===== src/hw/rtl/pfsbf_pkg.sv =====
// shared types and constants for the page free space best-fit table
`default_nettype none
package pfsbf_pkg;

  localparam int ACT_W       = 2;
  localparam int ID_W        = 31;
  localparam int SPACE_W     = 15;
  localparam int CAP_W       = 5;
  localparam int DEF_ENTRIES = 16;
  localparam logic [CAP_W-1:0] CAP_RESET = 5'd16;

  typedef enum logic [ACT_W-1:0] {
    ACT_UPDATE = 2'd0,
    ACT_LOOKUP = 2'd1,
    ACT_BEST   = 2'd2,
    ACT_UNUSED = 2'd3
  } action_t;

  typedef enum logic [2:0] {
    OP_NONE,
    OP_SET,
    OP_INSERT,
    OP_SWAP,
    OP_DROP
  } op_t;

  typedef enum logic [2:0] {
    ST_IDLE,
    ST_SCAN,
    ST_DRAIN,
    ST_DECIDE,
    ST_ADJ,
    ST_ADJ_END,
    ST_FINISH
  } state_t;

  typedef struct packed {
    logic accept;
    logic rd_scan;
    logic rd_adj;
    logic decide;
    logic load_out;
  } cmd_t;

  typedef struct packed {
    logic idx_last;
    logic need_adj;
    logic out_free;
  } status_t;

endpackage
`default_nettype wire


===== src/hw/rtl/pfsbf_ctrl.sv =====
// sequencer for scan, decision, rank adjust pass and result hand-off
`default_nettype none
module pfsbf_ctrl
  import pfsbf_pkg::*;
(
  input  wire logic    clk,
  input  wire logic    rst_n,
  input  wire logic    in_valid,
  output logic         in_stall,
  input  status_t      status,
  output cmd_t         cmd
);

  state_t state_r, state_nxt;

  always_ff @(posedge clk) begin
    if (!rst_n) begin
      state_r <= ST_IDLE;
    end else begin
      state_r <= state_nxt;
    end
  end

  always_comb begin
    state_nxt = state_r;
    cmd       = '0;
    in_stall  = 1'b1;
    unique case (state_r)
      ST_IDLE: begin
        in_stall = 1'b0;
        if (in_valid) begin
          cmd.accept = 1'b1;
          state_nxt  = ST_SCAN;
        end
      end
      ST_SCAN: begin
        cmd.rd_scan = 1'b1;
        if (status.idx_last) begin
          state_nxt = ST_DRAIN;
        end
      end
      // last entry read is compared here
      ST_DRAIN: begin
        state_nxt = ST_DECIDE;
      end
      ST_DECIDE: begin
        cmd.decide = 1'b1;
        state_nxt  = status.need_adj ? ST_ADJ : ST_FINISH;
      end
      ST_ADJ: begin
        cmd.rd_adj = 1'b1;
        if (status.idx_last) begin
          state_nxt = ST_ADJ_END;
        end
      end
      // last rank write-back
      ST_ADJ_END: begin
        state_nxt = ST_FINISH;
      end
      ST_FINISH: begin
        if (status.out_free) begin
          cmd.load_out = 1'b1;
          state_nxt    = ST_IDLE;
        end
      end
      default: begin
        state_nxt = ST_IDLE;
      end
    endcase
  end

endmodule
`default_nettype wire


===== src/hw/rtl/pfsbf_dp.sv =====
// entry store, scan comparators, rank adjust and result register
`default_nettype none
module pfsbf_dp
  import pfsbf_pkg::*;
#(
  parameter int ENTRIES = DEF_ENTRIES
) (
  input  wire logic               clk,
  input  wire logic               rst_n,
  input  cmd_t                    cmd,
  output status_t                 status,
  input  wire logic [ACT_W-1:0]   in_action,
  input  wire logic [ID_W-1:0]    in_key_id,
  input  wire logic [SPACE_W-1:0] in_space_value,
  input  wire logic               cfg_wr_en,
  input  wire logic [CAP_W-1:0]   cfg_wr_data,
  input  wire logic               out_stall,
  output logic                    out_valid,
  output logic                    out_found,
  output logic [ID_W-1:0]         out_result_id,
  output logic [SPACE_W-1:0]      out_result_space,
  output logic                    out_table_empty
);

  localparam int IDX_W  = (ENTRIES > 1) ? $clog2(ENTRIES) : 1;
  localparam int RANK_W = IDX_W;
  localparam int CNT_W  = $clog2(ENTRIES + 1);
  localparam int CMP_W  = (CNT_W > CAP_W) ? CNT_W : CAP_W;

  typedef struct packed {
    logic [ID_W-1:0]    id;
    logic [SPACE_W-1:0] space;
    logic [RANK_W-1:0]  rank;
  } word_t;

  word_t mem [ENTRIES];

  logic [ENTRIES-1:0] valid_r;
  logic [CNT_W-1:0]   count_r;
  logic [CAP_W-1:0]   capacity_r;

  // current word
  action_t            act_r;
  logic [ID_W-1:0]    key_r;
  logic [SPACE_W-1:0] val_r;

  // read pipeline
  logic [IDX_W-1:0] rd_idx_r;
  word_t            pipe_word_r;
  logic             pipe_v_r;
  logic [IDX_W-1:0] pipe_idx_r;
  logic             pipe_scan_r;
  logic             pipe_adj_r;

  // scan results
  logic               match_f_r;
  logic [IDX_W-1:0]   match_idx_r;
  logic [SPACE_W-1:0] match_space_r;
  logic [RANK_W-1:0]  match_rank_r;
  logic               free_f_r;
  logic [IDX_W-1:0]   free_idx_r;
  logic               least_f_r;
  logic [IDX_W-1:0]   least_idx_r;
  logic [SPACE_W-1:0] least_space_r;
  logic [RANK_W-1:0]  least_rank_r;
  logic               best_f_r;
  logic [ID_W-1:0]    best_id_r;
  logic [SPACE_W-1:0] best_space_r;
  logic [RANK_W-1:0]  best_rank_r;

  // decision
  op_t               op_nxt, op_r;
  logic [IDX_W-1:0]  slot_nxt, slot_r;
  logic [RANK_W-1:0] slot_rank_nxt, slot_rank_r;

  logic               out_valid_r;
  logic               out_found_r;
  logic [ID_W-1:0]    out_id_r;
  logic [SPACE_W-1:0] out_space_r;
  logic               out_empty_r;

  logic             wr_en;
  logic [IDX_W-1:0] wr_addr;
  word_t            wr_data;

  logic [CMP_W-1:0] cap_ext, ent_ext, cap_eff, cnt_ext;
  logic             rd_issue;
  logic             is_last;

  assign rd_issue = cmd.rd_scan | cmd.rd_adj;
  assign is_last  = (rd_idx_r == IDX_W'(ENTRIES - 1));

  assign cap_ext = CMP_W'(capacity_r);
  assign ent_ext = CMP_W'(ENTRIES);
  assign cap_eff = (cap_ext > ent_ext) ? ent_ext : cap_ext;
  assign cnt_ext = CMP_W'(count_r);

  // update decision from the finished scan
  always_comb begin
    op_nxt        = OP_NONE;
    slot_nxt      = match_idx_r;
    slot_rank_nxt = match_rank_r;
    if (act_r == ACT_UPDATE) begin
      if (match_f_r) begin
        op_nxt = (val_r == '0) ? OP_DROP : OP_SET;
      end else if (val_r != '0) begin
        if (cnt_ext < cap_eff) begin
          if (free_f_r) begin
            op_nxt   = OP_INSERT;
            slot_nxt = free_idx_r;
          end
        end else if (cnt_ext == cap_eff && count_r != '0 && least_f_r &&
                     val_r > least_space_r) begin
          op_nxt        = OP_SWAP;
          slot_nxt      = least_idx_r;
          slot_rank_nxt = least_rank_r;
        end
      end
    end
  end

  assign status.idx_last = is_last;
  assign status.need_adj = (op_nxt == OP_INSERT) || (op_nxt == OP_SWAP) ||
                           (op_nxt == OP_DROP);
  assign status.out_free = !out_valid_r || !out_stall;

  // single write port: space overwrite at decide, else rank pass write-back
  always_comb begin
    wr_en   = 1'b0;
    wr_addr = pipe_idx_r;
    wr_data = pipe_word_r;
    if (cmd.decide && op_nxt == OP_SET) begin
      wr_en   = 1'b1;
      wr_addr = match_idx_r;
      wr_data = '{id: key_r, space: val_r, rank: match_rank_r};
    end else if (pipe_adj_r) begin
      if (pipe_idx_r == slot_r) begin
        wr_en   = (op_r == OP_INSERT) || (op_r == OP_SWAP);
        wr_data = '{id: key_r, space: val_r, rank: '0};
      end else if (pipe_v_r) begin
        wr_en = 1'b1;
        unique case (op_r)
          OP_INSERT: wr_data.rank = pipe_word_r.rank + RANK_W'(1);
          OP_SWAP: begin
            if (pipe_word_r.rank < slot_rank_r) begin
              wr_data.rank = pipe_word_r.rank + RANK_W'(1);
            end
          end
          OP_DROP: begin
            if (pipe_word_r.rank > slot_rank_r) begin
              wr_data.rank = pipe_word_r.rank - RANK_W'(1);
            end
          end
          default: wr_en = 1'b0;
        endcase
      end
    end
  end

  always_ff @(posedge clk) begin
    if (wr_en) begin
      mem[wr_addr] <= wr_data;
    end
    if (rd_issue) begin
      pipe_word_r <= mem[rd_idx_r];
      pipe_v_r    <= valid_r[rd_idx_r];
      pipe_idx_r  <= rd_idx_r;
    end
  end

  always_ff @(posedge clk) begin
    if (!rst_n) begin
      pipe_scan_r <= 1'b0;
      pipe_adj_r  <= 1'b0;
      rd_idx_r    <= '0;
    end else begin
      pipe_scan_r <= cmd.rd_scan;
      pipe_adj_r  <= cmd.rd_adj;
      if (cmd.accept || cmd.decide || (rd_issue && is_last)) begin
        rd_idx_r <= '0;
      end else if (rd_issue) begin
        rd_idx_r <= rd_idx_r + IDX_W'(1);
      end
    end
  end

  always_ff @(posedge clk) begin
    if (cmd.accept) begin
      act_r <= action_t'(in_action);
      key_r <= in_key_id;
      val_r <= in_space_value;
    end
    if (cmd.decide) begin
      op_r        <= op_nxt;
      slot_r      <= slot_nxt;
      slot_rank_r <= slot_rank_nxt;
    end
  end

  // scan comparators, one entry a cycle
  always_ff @(posedge clk) begin
    if (!rst_n) begin
      match_f_r <= 1'b0;
      free_f_r  <= 1'b0;
      least_f_r <= 1'b0;
      best_f_r  <= 1'b0;
    end else if (cmd.accept) begin
      match_f_r <= 1'b0;
      free_f_r  <= 1'b0;
      least_f_r <= 1'b0;
      best_f_r  <= 1'b0;
    end else if (pipe_scan_r) begin
      if (pipe_v_r && pipe_word_r.id == key_r && !match_f_r) begin
        match_f_r     <= 1'b1;
        match_idx_r   <= pipe_idx_r;
        match_space_r <= pipe_word_r.space;
        match_rank_r  <= pipe_word_r.rank;
      end
      if (!pipe_v_r && !free_f_r) begin
        free_f_r   <= 1'b1;
        free_idx_r <= pipe_idx_r;
      end
      if (pipe_v_r && (!least_f_r || pipe_word_r.space < least_space_r ||
          (pipe_word_r.space == least_space_r && pipe_word_r.rank < least_rank_r))) begin
        least_f_r     <= 1'b1;
        least_idx_r   <= pipe_idx_r;
        least_space_r <= pipe_word_r.space;
        least_rank_r  <= pipe_word_r.rank;
      end
      if (pipe_v_r && pipe_word_r.space >= val_r &&
          (!best_f_r || pipe_word_r.space < best_space_r ||
          (pipe_word_r.space == best_space_r && pipe_word_r.rank < best_rank_r))) begin
        best_f_r     <= 1'b1;
        best_id_r    <= pipe_word_r.id;
        best_space_r <= pipe_word_r.space;
        best_rank_r  <= pipe_word_r.rank;
      end
    end
  end

  // occupancy and capacity
  always_ff @(posedge clk) begin
    if (!rst_n) begin
      valid_r    <= '0;
      count_r    <= '0;
      capacity_r <= CAP_RESET;
    end else begin
      if (cfg_wr_en) begin
        capacity_r <= cfg_wr_data;
      end
      if (cmd.decide) begin
        unique case (op_nxt)
          OP_INSERT: begin
            valid_r[slot_nxt] <= 1'b1;
            count_r           <= count_r + CNT_W'(1);
          end
          OP_DROP: begin
            valid_r[slot_nxt] <= 1'b0;
            count_r           <= count_r - CNT_W'(1);
          end
          default: ;
        endcase
      end
    end
  end

  // result register
  always_ff @(posedge clk) begin
    if (!rst_n) begin
      out_valid_r <= 1'b0;
    end else if (cmd.load_out) begin
      out_valid_r <= 1'b1;
    end else if (!out_stall) begin
      out_valid_r <= 1'b0;
    end
  end

  always_ff @(posedge clk) begin
    if (cmd.load_out) begin
      out_empty_r <= (count_r == '0);
      out_found_r <= 1'b0;
      out_id_r    <= '0;
      out_space_r <= '0;
      if (act_r == ACT_LOOKUP && match_f_r) begin
        out_found_r <= 1'b1;
        out_id_r    <= key_r;
        out_space_r <= match_space_r;
      end else if (act_r == ACT_BEST && best_f_r) begin
        out_found_r <= 1'b1;
        out_id_r    <= best_id_r;
        out_space_r <= best_space_r;
      end
    end
  end

  assign out_valid        = out_valid_r;
  assign out_found        = out_found_r;
  assign out_result_id    = out_id_r;
  assign out_result_space = out_space_r;
  assign out_table_empty  = out_empty_r;

endmodule
`default_nettype wire


===== src/hw/rtl/page_free_space_best_fit_table_core.sv =====
// top level of the page free space best-fit table
//
//  channel  direction  handshake          payload
//  in_      input      in_valid/in_stall  action, key_id, space_value
//  out_     output     out_valid/out_stall found, result_id, result_space, table_empty
//  cfg_     input      cfg_wr_en          cfg_wr_data (capacity)
//
// each word scans all ENTRIES slots, one memory read a cycle, then decides: lookup,
// best fit and no-change updates then finish, while inserts, swaps and removals add
// a rank adjust pass over the same read port.
// reset empties the table by clearing the valid bits; capacity resets to 16.
// a new word is taken while a result waits in the output register; a stalled
// output holds the block at its last step until the register frees.
`default_nettype none
module page_free_space_best_fit_table_core
  import pfsbf_pkg::*;
#(
  parameter int ENTRIES = DEF_ENTRIES
) (
  input  wire logic               clk,
  input  wire logic               rst_n,
  input  wire logic               in_valid,
  output logic                    in_stall,
  input  wire logic [ACT_W-1:0]   in_action,
  input  wire logic [ID_W-1:0]    in_key_id,
  input  wire logic [SPACE_W-1:0] in_space_value,
  output logic                    out_valid,
  input  wire logic               out_stall,
  output logic                    out_found,
  output logic [ID_W-1:0]         out_result_id,
  output logic [SPACE_W-1:0]      out_result_space,
  output logic                    out_table_empty,
  input  wire logic               cfg_wr_en,
  input  wire logic [CAP_W-1:0]   cfg_wr_data
);

  cmd_t    cmd;
  status_t status;

  pfsbf_ctrl u_ctrl (
    .clk      (clk),
    .rst_n    (rst_n),
    .in_valid (in_valid),
    .in_stall (in_stall),
    .status   (status),
    .cmd      (cmd)
  );

  pfsbf_dp #(
    .ENTRIES (ENTRIES)
  ) u_dp (
    .clk              (clk),
    .rst_n            (rst_n),
    .cmd              (cmd),
    .status           (status),
    .in_action        (in_action),
    .in_key_id        (in_key_id),
    .in_space_value   (in_space_value),
    .cfg_wr_en        (cfg_wr_en),
    .cfg_wr_data      (cfg_wr_data),
    .out_stall        (out_stall),
    .out_valid        (out_valid),
    .out_found        (out_found),
    .out_result_id    (out_result_id),
    .out_result_space (out_result_space),
    .out_table_empty  (out_table_empty)
  );

endmodule
`default_nettype wire


===== config.mk =====
export PLATFORM = sky130hd
export DESIGN_NAME = page_free_space_best_fit_table_core
export DESIGN_NICKNAME = d
export VERILOG_FILES = /design/src/hw/rtl/pfsbf_pkg.sv /design/src/hw/rtl/pfsbf_ctrl.sv /design/src/hw/rtl/pfsbf_dp.sv /design/src/hw/rtl/page_free_space_best_fit_table_core.sv
export SDC_FILE = /design/constraint.sdc
export NUM_CORES = 1
export LEC_CHECK = 0
export ABC_AREA = 1
export BUFFER_PORTS_ARGS = -buffer_cell sky130_fd_sc_hd__buf_4
export CAP_MARGIN = 20
export CORE_AREA = 2 2 277 279
export DETAILED_ROUTE_END_ITERATION = 10
export DIE_AREA = 0 0 279 281
export GPL_ROUTABILITY_DRIVEN = 1
export PLACE_DENSITY_LB_ADDON = 0.05
export RECOVER_POWER = 50
export SYNTH_ARGS = -nofsm -noshare
export SYNTH_HDL_FRONTEND = slang
export SYNTH_SLANG_ARGS = --single-unit

===== constraint.sdc =====
create_clock -name clk -period 7.29 [get_ports clk]
set_clock_uncertainty 0.15 [all_clocks]
set_input_delay 0.729 -clock clk [delete_from_list [all_inputs] [get_ports clk]]
set_output_delay 0.729 -clock clk [all_outputs]
set_load 0.005 [all_outputs]

==> run_results.csv <==
group,metric,value,unit
timing,min_period_over_period,0.757,
grt,grt-ovfl-total,0,
worst_hold_path,whs_endpoint,"u_dp.key_r[19]$_DFFE_PP_",
clock_tree,hold_buffers,0,
logic_synthesis,syn_inst,3439,
die,fp.dieH,281,microns
power,p_comb_frac,0.169,
critical_path,crit_arrival,5.64,ns
finish,syn_to_final_growth,11.9,%
timing,hold-worst-slack,0.114,ns
critical_path,worst-endpoint-required,7.41,ns
clock_tree,clockBufferDepth,3,
logic_synthesis,yosys_warnings,0,
die,fp.dieArea,78400,sq um
route,drc,0,
clock_tree,cts_tree,"yes",
route,ant_nets,0,
timing,max_freq,181,MHz
finish,num_antenna_cells,0,
worst_hold_path,hold_depth,1,
clock_tree,clk_pin_slew,0.06,ns
grt,grt_pass1_vias,28000,
timing,drv_slew,370,
critical_path,reg2reg_from,"u_dp.act_r[0]$_DFFE_PP_",
place,dp_hpwl,65.9,mm
finish,final_layout_size_suffix_gt1_frac,0.103,
grt,grt_usage,0.294,
run_status,status,"finished, violations left",
die,start_util,0.594,
logic_synthesis,synth_edf_count,1062,
route,vias_per_cell,6.22,
clock_tree,cts_setup_buffers,0,
logic_synthesis,syn_avg_cell_area,13.0,sq um
place,dp_worst_setup_slack,2.74,ns
logic_synthesis,synth-seq-cells,1102,
route,via_count,28700,
route,firstDrtPassIters,5,
critical_path,worstSetupPathType,"reg -> reg",
critical_path,rrSetupSlack,1.77,ns
timing,slew_headroom,-1.56,
timing,fin_crit,5.52,ns
critical_path,end_kind,"flop",
grt,antenna_found_initial,10,
critical_path,crit_path_max_fanout,48,
place,place_congestion,0.877,
critical_path,critPathLaunchType,"flop",
logic_synthesis,synthTopCellsByArea,"edfxtp_1 71%, nand2_1 4.1%, o21ai_0 3.6%, nor2_1 2.6%, a21oi_1 2.5%",
logic_synthesis,yosysMostFrequentCell,"edfxtp_1",
clock_tree,cts.htree.levels,3,
route,routedWlPerCell,25.0,microns
grt,grt_pass1_wl,171,mm
logic_synthesis,synth_ff_type,"edfxtp_1",
critical_path,worst_r2r_path_depth,9,
logic_synthesis,mappedNetlistArea,44800,sq um
clock_tree,ctsResizeCount,0,
route,drtIter0Drc,3484,
logic_synthesis,synth_seq_area_share,0.729,
clock_tree,clkLatencyLatePin,0.67,ns
logic_synthesis,yosys-top-cells-count,"1062 x edfxtp_1, 494 x nand2_1, 320 x o21ai_0, 305 x nor2_1, 221 x a21oi_1",
clock_tree,numCtsBuffers,111,
die,row_count,101,
die,core_region_area,75400,sq um
power,vdd_ir_drop_max,0.263,mV
power,p_leak,17.6,nW
power,p_int,11.9,mW
timing,worst_slew_pin_slew,3.84,ns
place,io_buffer_count,107,
logic_synthesis,synth_nets,3579,
clock_tree,cts-root-buf,"clkbuf_16",
logic_synthesis,synth_cell_types,47,
timing,hold_violations,0,
power,power_density,338,nW/um^2
run_status,violations,"capacitance limit, slew limit",
worst_hold_path,hp-class,"in -> reg",
finish,fillers,5437,
grt,grt_start_max_net_pins,272,
run,drv_cap,9,
logic_synthesis,async_flop_share,0,
finish,fin_nets,3675,
logic_synthesis,synth_top_area_frac,0.711,
worst_hold_path,min_from,"in_key_id[19]",
clock_tree,cts_sinks,1102,
route,drt-total-wl,115,mm
power,seqPwrFrac,0.497,
timing,fin_setup_tns,0,ns
die,die_w,279,microns
timing,rsz0062_at_grt,"false",
power,power_frac_clock,0.333,
power,switchingPower,5.06,mW
logic_synthesis,synth_area_leader_cell,"edfxtp_1",
critical_path,r2r-end,"u_dp.mem[15][45]$_DFFE_PP_",
die,pin_count,108,
power,switching_share,0.298,
timing,fin_ws,1.77,ns
timing,finalSetupViolations,0,
## worst max path at each step
stage,end,slack (ns),startpoint,cells past startpoint
final,u_dp.mem[15][45]$_DFFE_PP_,1.77,u_dp.act_r[0]$_DFFE_PP_,9
after floorplan,u_dp.best_id_r[0]$_DFFE_PP_,2.81,in_valid,7
after detailed placement,u_dp.mem[4][1]$_DFFE_PP_,2.74,u_ctrl.state_r[1]$_SDFFE_PN0P_,9
after CTS,u_dp.mem[4][41]$_DFFE_PP_,2.73,u_ctrl.state_r[1]$_SDFFE_PN0P_,9
after global placement,u_dp.mem[4][1]$_DFFE_PP_,2.94,u_ctrl.state_r[1]$_SDFFE_PN0P_,9
after global routing,u_dp.mem[15][45]$_DFFE_PP_,1.36,u_dp.act_r[0]$_DFFE_PP_,9
## power by group through the flow
| stage | clock network, mW | logic (mW) | registers (mW) |
|---|---|---|---|
| after floorplan | 0 | 1.94 | 8.20 |
| after global placement | 0 | 2.74 | 8.50 |
| after CTS | 5.74 | 2.89 | 8.38 |
| final | 5.66 | 2.87 | 8.44 |
| after global routing | 5.97 | 3.18 | 8.46 |
| after detailed placement | 0 | 2.88 | 8.51 |
## routing by layer
layer / track usage / vias to the layer above / part of all wire
li1: - / 12900 / -
met1: 0.425 / 14100 / 0.41
met2: 0.448 / 1458 / 0.45
met3: 0.0705 / 224 / 0.11
met4: 0.0903 / 0 / 0.028
met5: 0 / - / 0
## metrics by stage
step	instance area, sq um	power (mW)	cells	utilization
global placement	46700	11.2	4384	0.618
CTS	50400	17.0	4596	0.668
global route	50200	17.6	4607	0.665
detailed placement	46700	11.4	4389	0.619
finish	50200	17.0	4607	0.665
floorplan	44800	10.1	3439	-
## worst max-delay path, stage by stage (launching register included)
cell and delay [ns]:
edfxtp_1 0.35, clkbuf_1 0.93, nor2_1 0.52, nand3_1 0.24, nor2_4 0.30, clkinvlp_2 0.34
o211ai_1 0.35, nand3_1 0.43, nor2_4 0.85, buf_4 0.65
## layout by cell type (no fill, tap or decap), types with 8 or more instances in the layout
| master | netlist | final |
|---|---|---|
| clkbuf_4 | 0 | 86 |
| edfxtp_1 | 1062 | 1062 |
| nor4_1 | 10 | 10 |
| ha_1 | 81 | 81 |
| nand3_1 | 193 | 195 |
| clkbuf_16 | 0 | 114 |
| dfxtp_1 | 40 | 38 |
| inv_1 | 127 | 126 |
| nand4_1 | 59 | 59 |
| o21ai_1 | 11 | 8 |
| clkinv_1 | 1 | 18 |
| nor2_4 | 6 | 22 |
| buf_4 | 4 | 37 |
| nand2_1 | 494 | 496 |
| xnor2_1 | 19 | 19 |
| o221ai_1 | 38 | 38 |
| a21oi_1 | 221 | 221 |
| mux2_1 | 11 | 25 |
| clkinv_2 | 0 | 30 |
| nor2_1 | 305 | 295 |
| o211ai_1 | 10 | 10 |
| o21ai_0 | 320 | 323 |
| bufinv_16 | 0 | 10 |
| a221oi_1 | 65 | 65 |
| clkbuf_1 | 141 | 58 |
| o22ai_1 | 70 | 70 |
| inv_2 | 15 | 15 |
| xor2_1 | 20 | 20 |
## flip-flops by register name (all words and copies together), names as in the netlist, 4 cells and up, named ones only
signal and cells:
u_dp.best_id_r 31, u_dp.best_rank_r 4, u_dp.best_space_r 15, u_dp.cap_ext 5, u_dp.cnt_ext 5, u_dp.free_idx_r 4, u_dp.key_r 31, u_dp.least_idx_r 4
u_dp.least_rank_r 4, u_dp.least_space_r 15, u_dp.match_idx_r 4, u_dp.match_rank_r 4, u_dp.match_space_r 15, u_dp.mem 800, u_dp.out_result_id 31, u_dp.out_result_space 15
u_dp.pipe_idx_r 4, u_dp.pipe_word_r 50, u_dp.rd_idx_r 4, u_dp.slot_r 4, u_dp.slot_rank_r 4, u_dp.val_r 15
## final cells by class
| type | count | area [sq um] | area share |
|---|---|---|---|
| clock buffers | 138 | 3010 | 0.0600 |
| clock inverters | 69 | 648 | 0.0129 |
| inverters | 146 | 562 | 0.0112 |
| multi-input cells | 2005 | 10800 | 0.216 |
| flip-flops and latches | 1102 | 32700 | 0.652 |
| well taps | 978 | 1220 | 0.0244 |
| repair buffers | 169 | 1190 | 0.0238 |
## kinds of logic after synthesis
logic type	share of synthesized area
DFF	0.729
AOI/OAI and AO/OA	0.0953
xor gates and xnor gates	0.00762
muxes	0.00728
and+or+nand+nor	0.108
buffers and inverters	0.0293
adders and majority gates	0.0230
No activity file was read; power rests on OpenSTA's default activity.
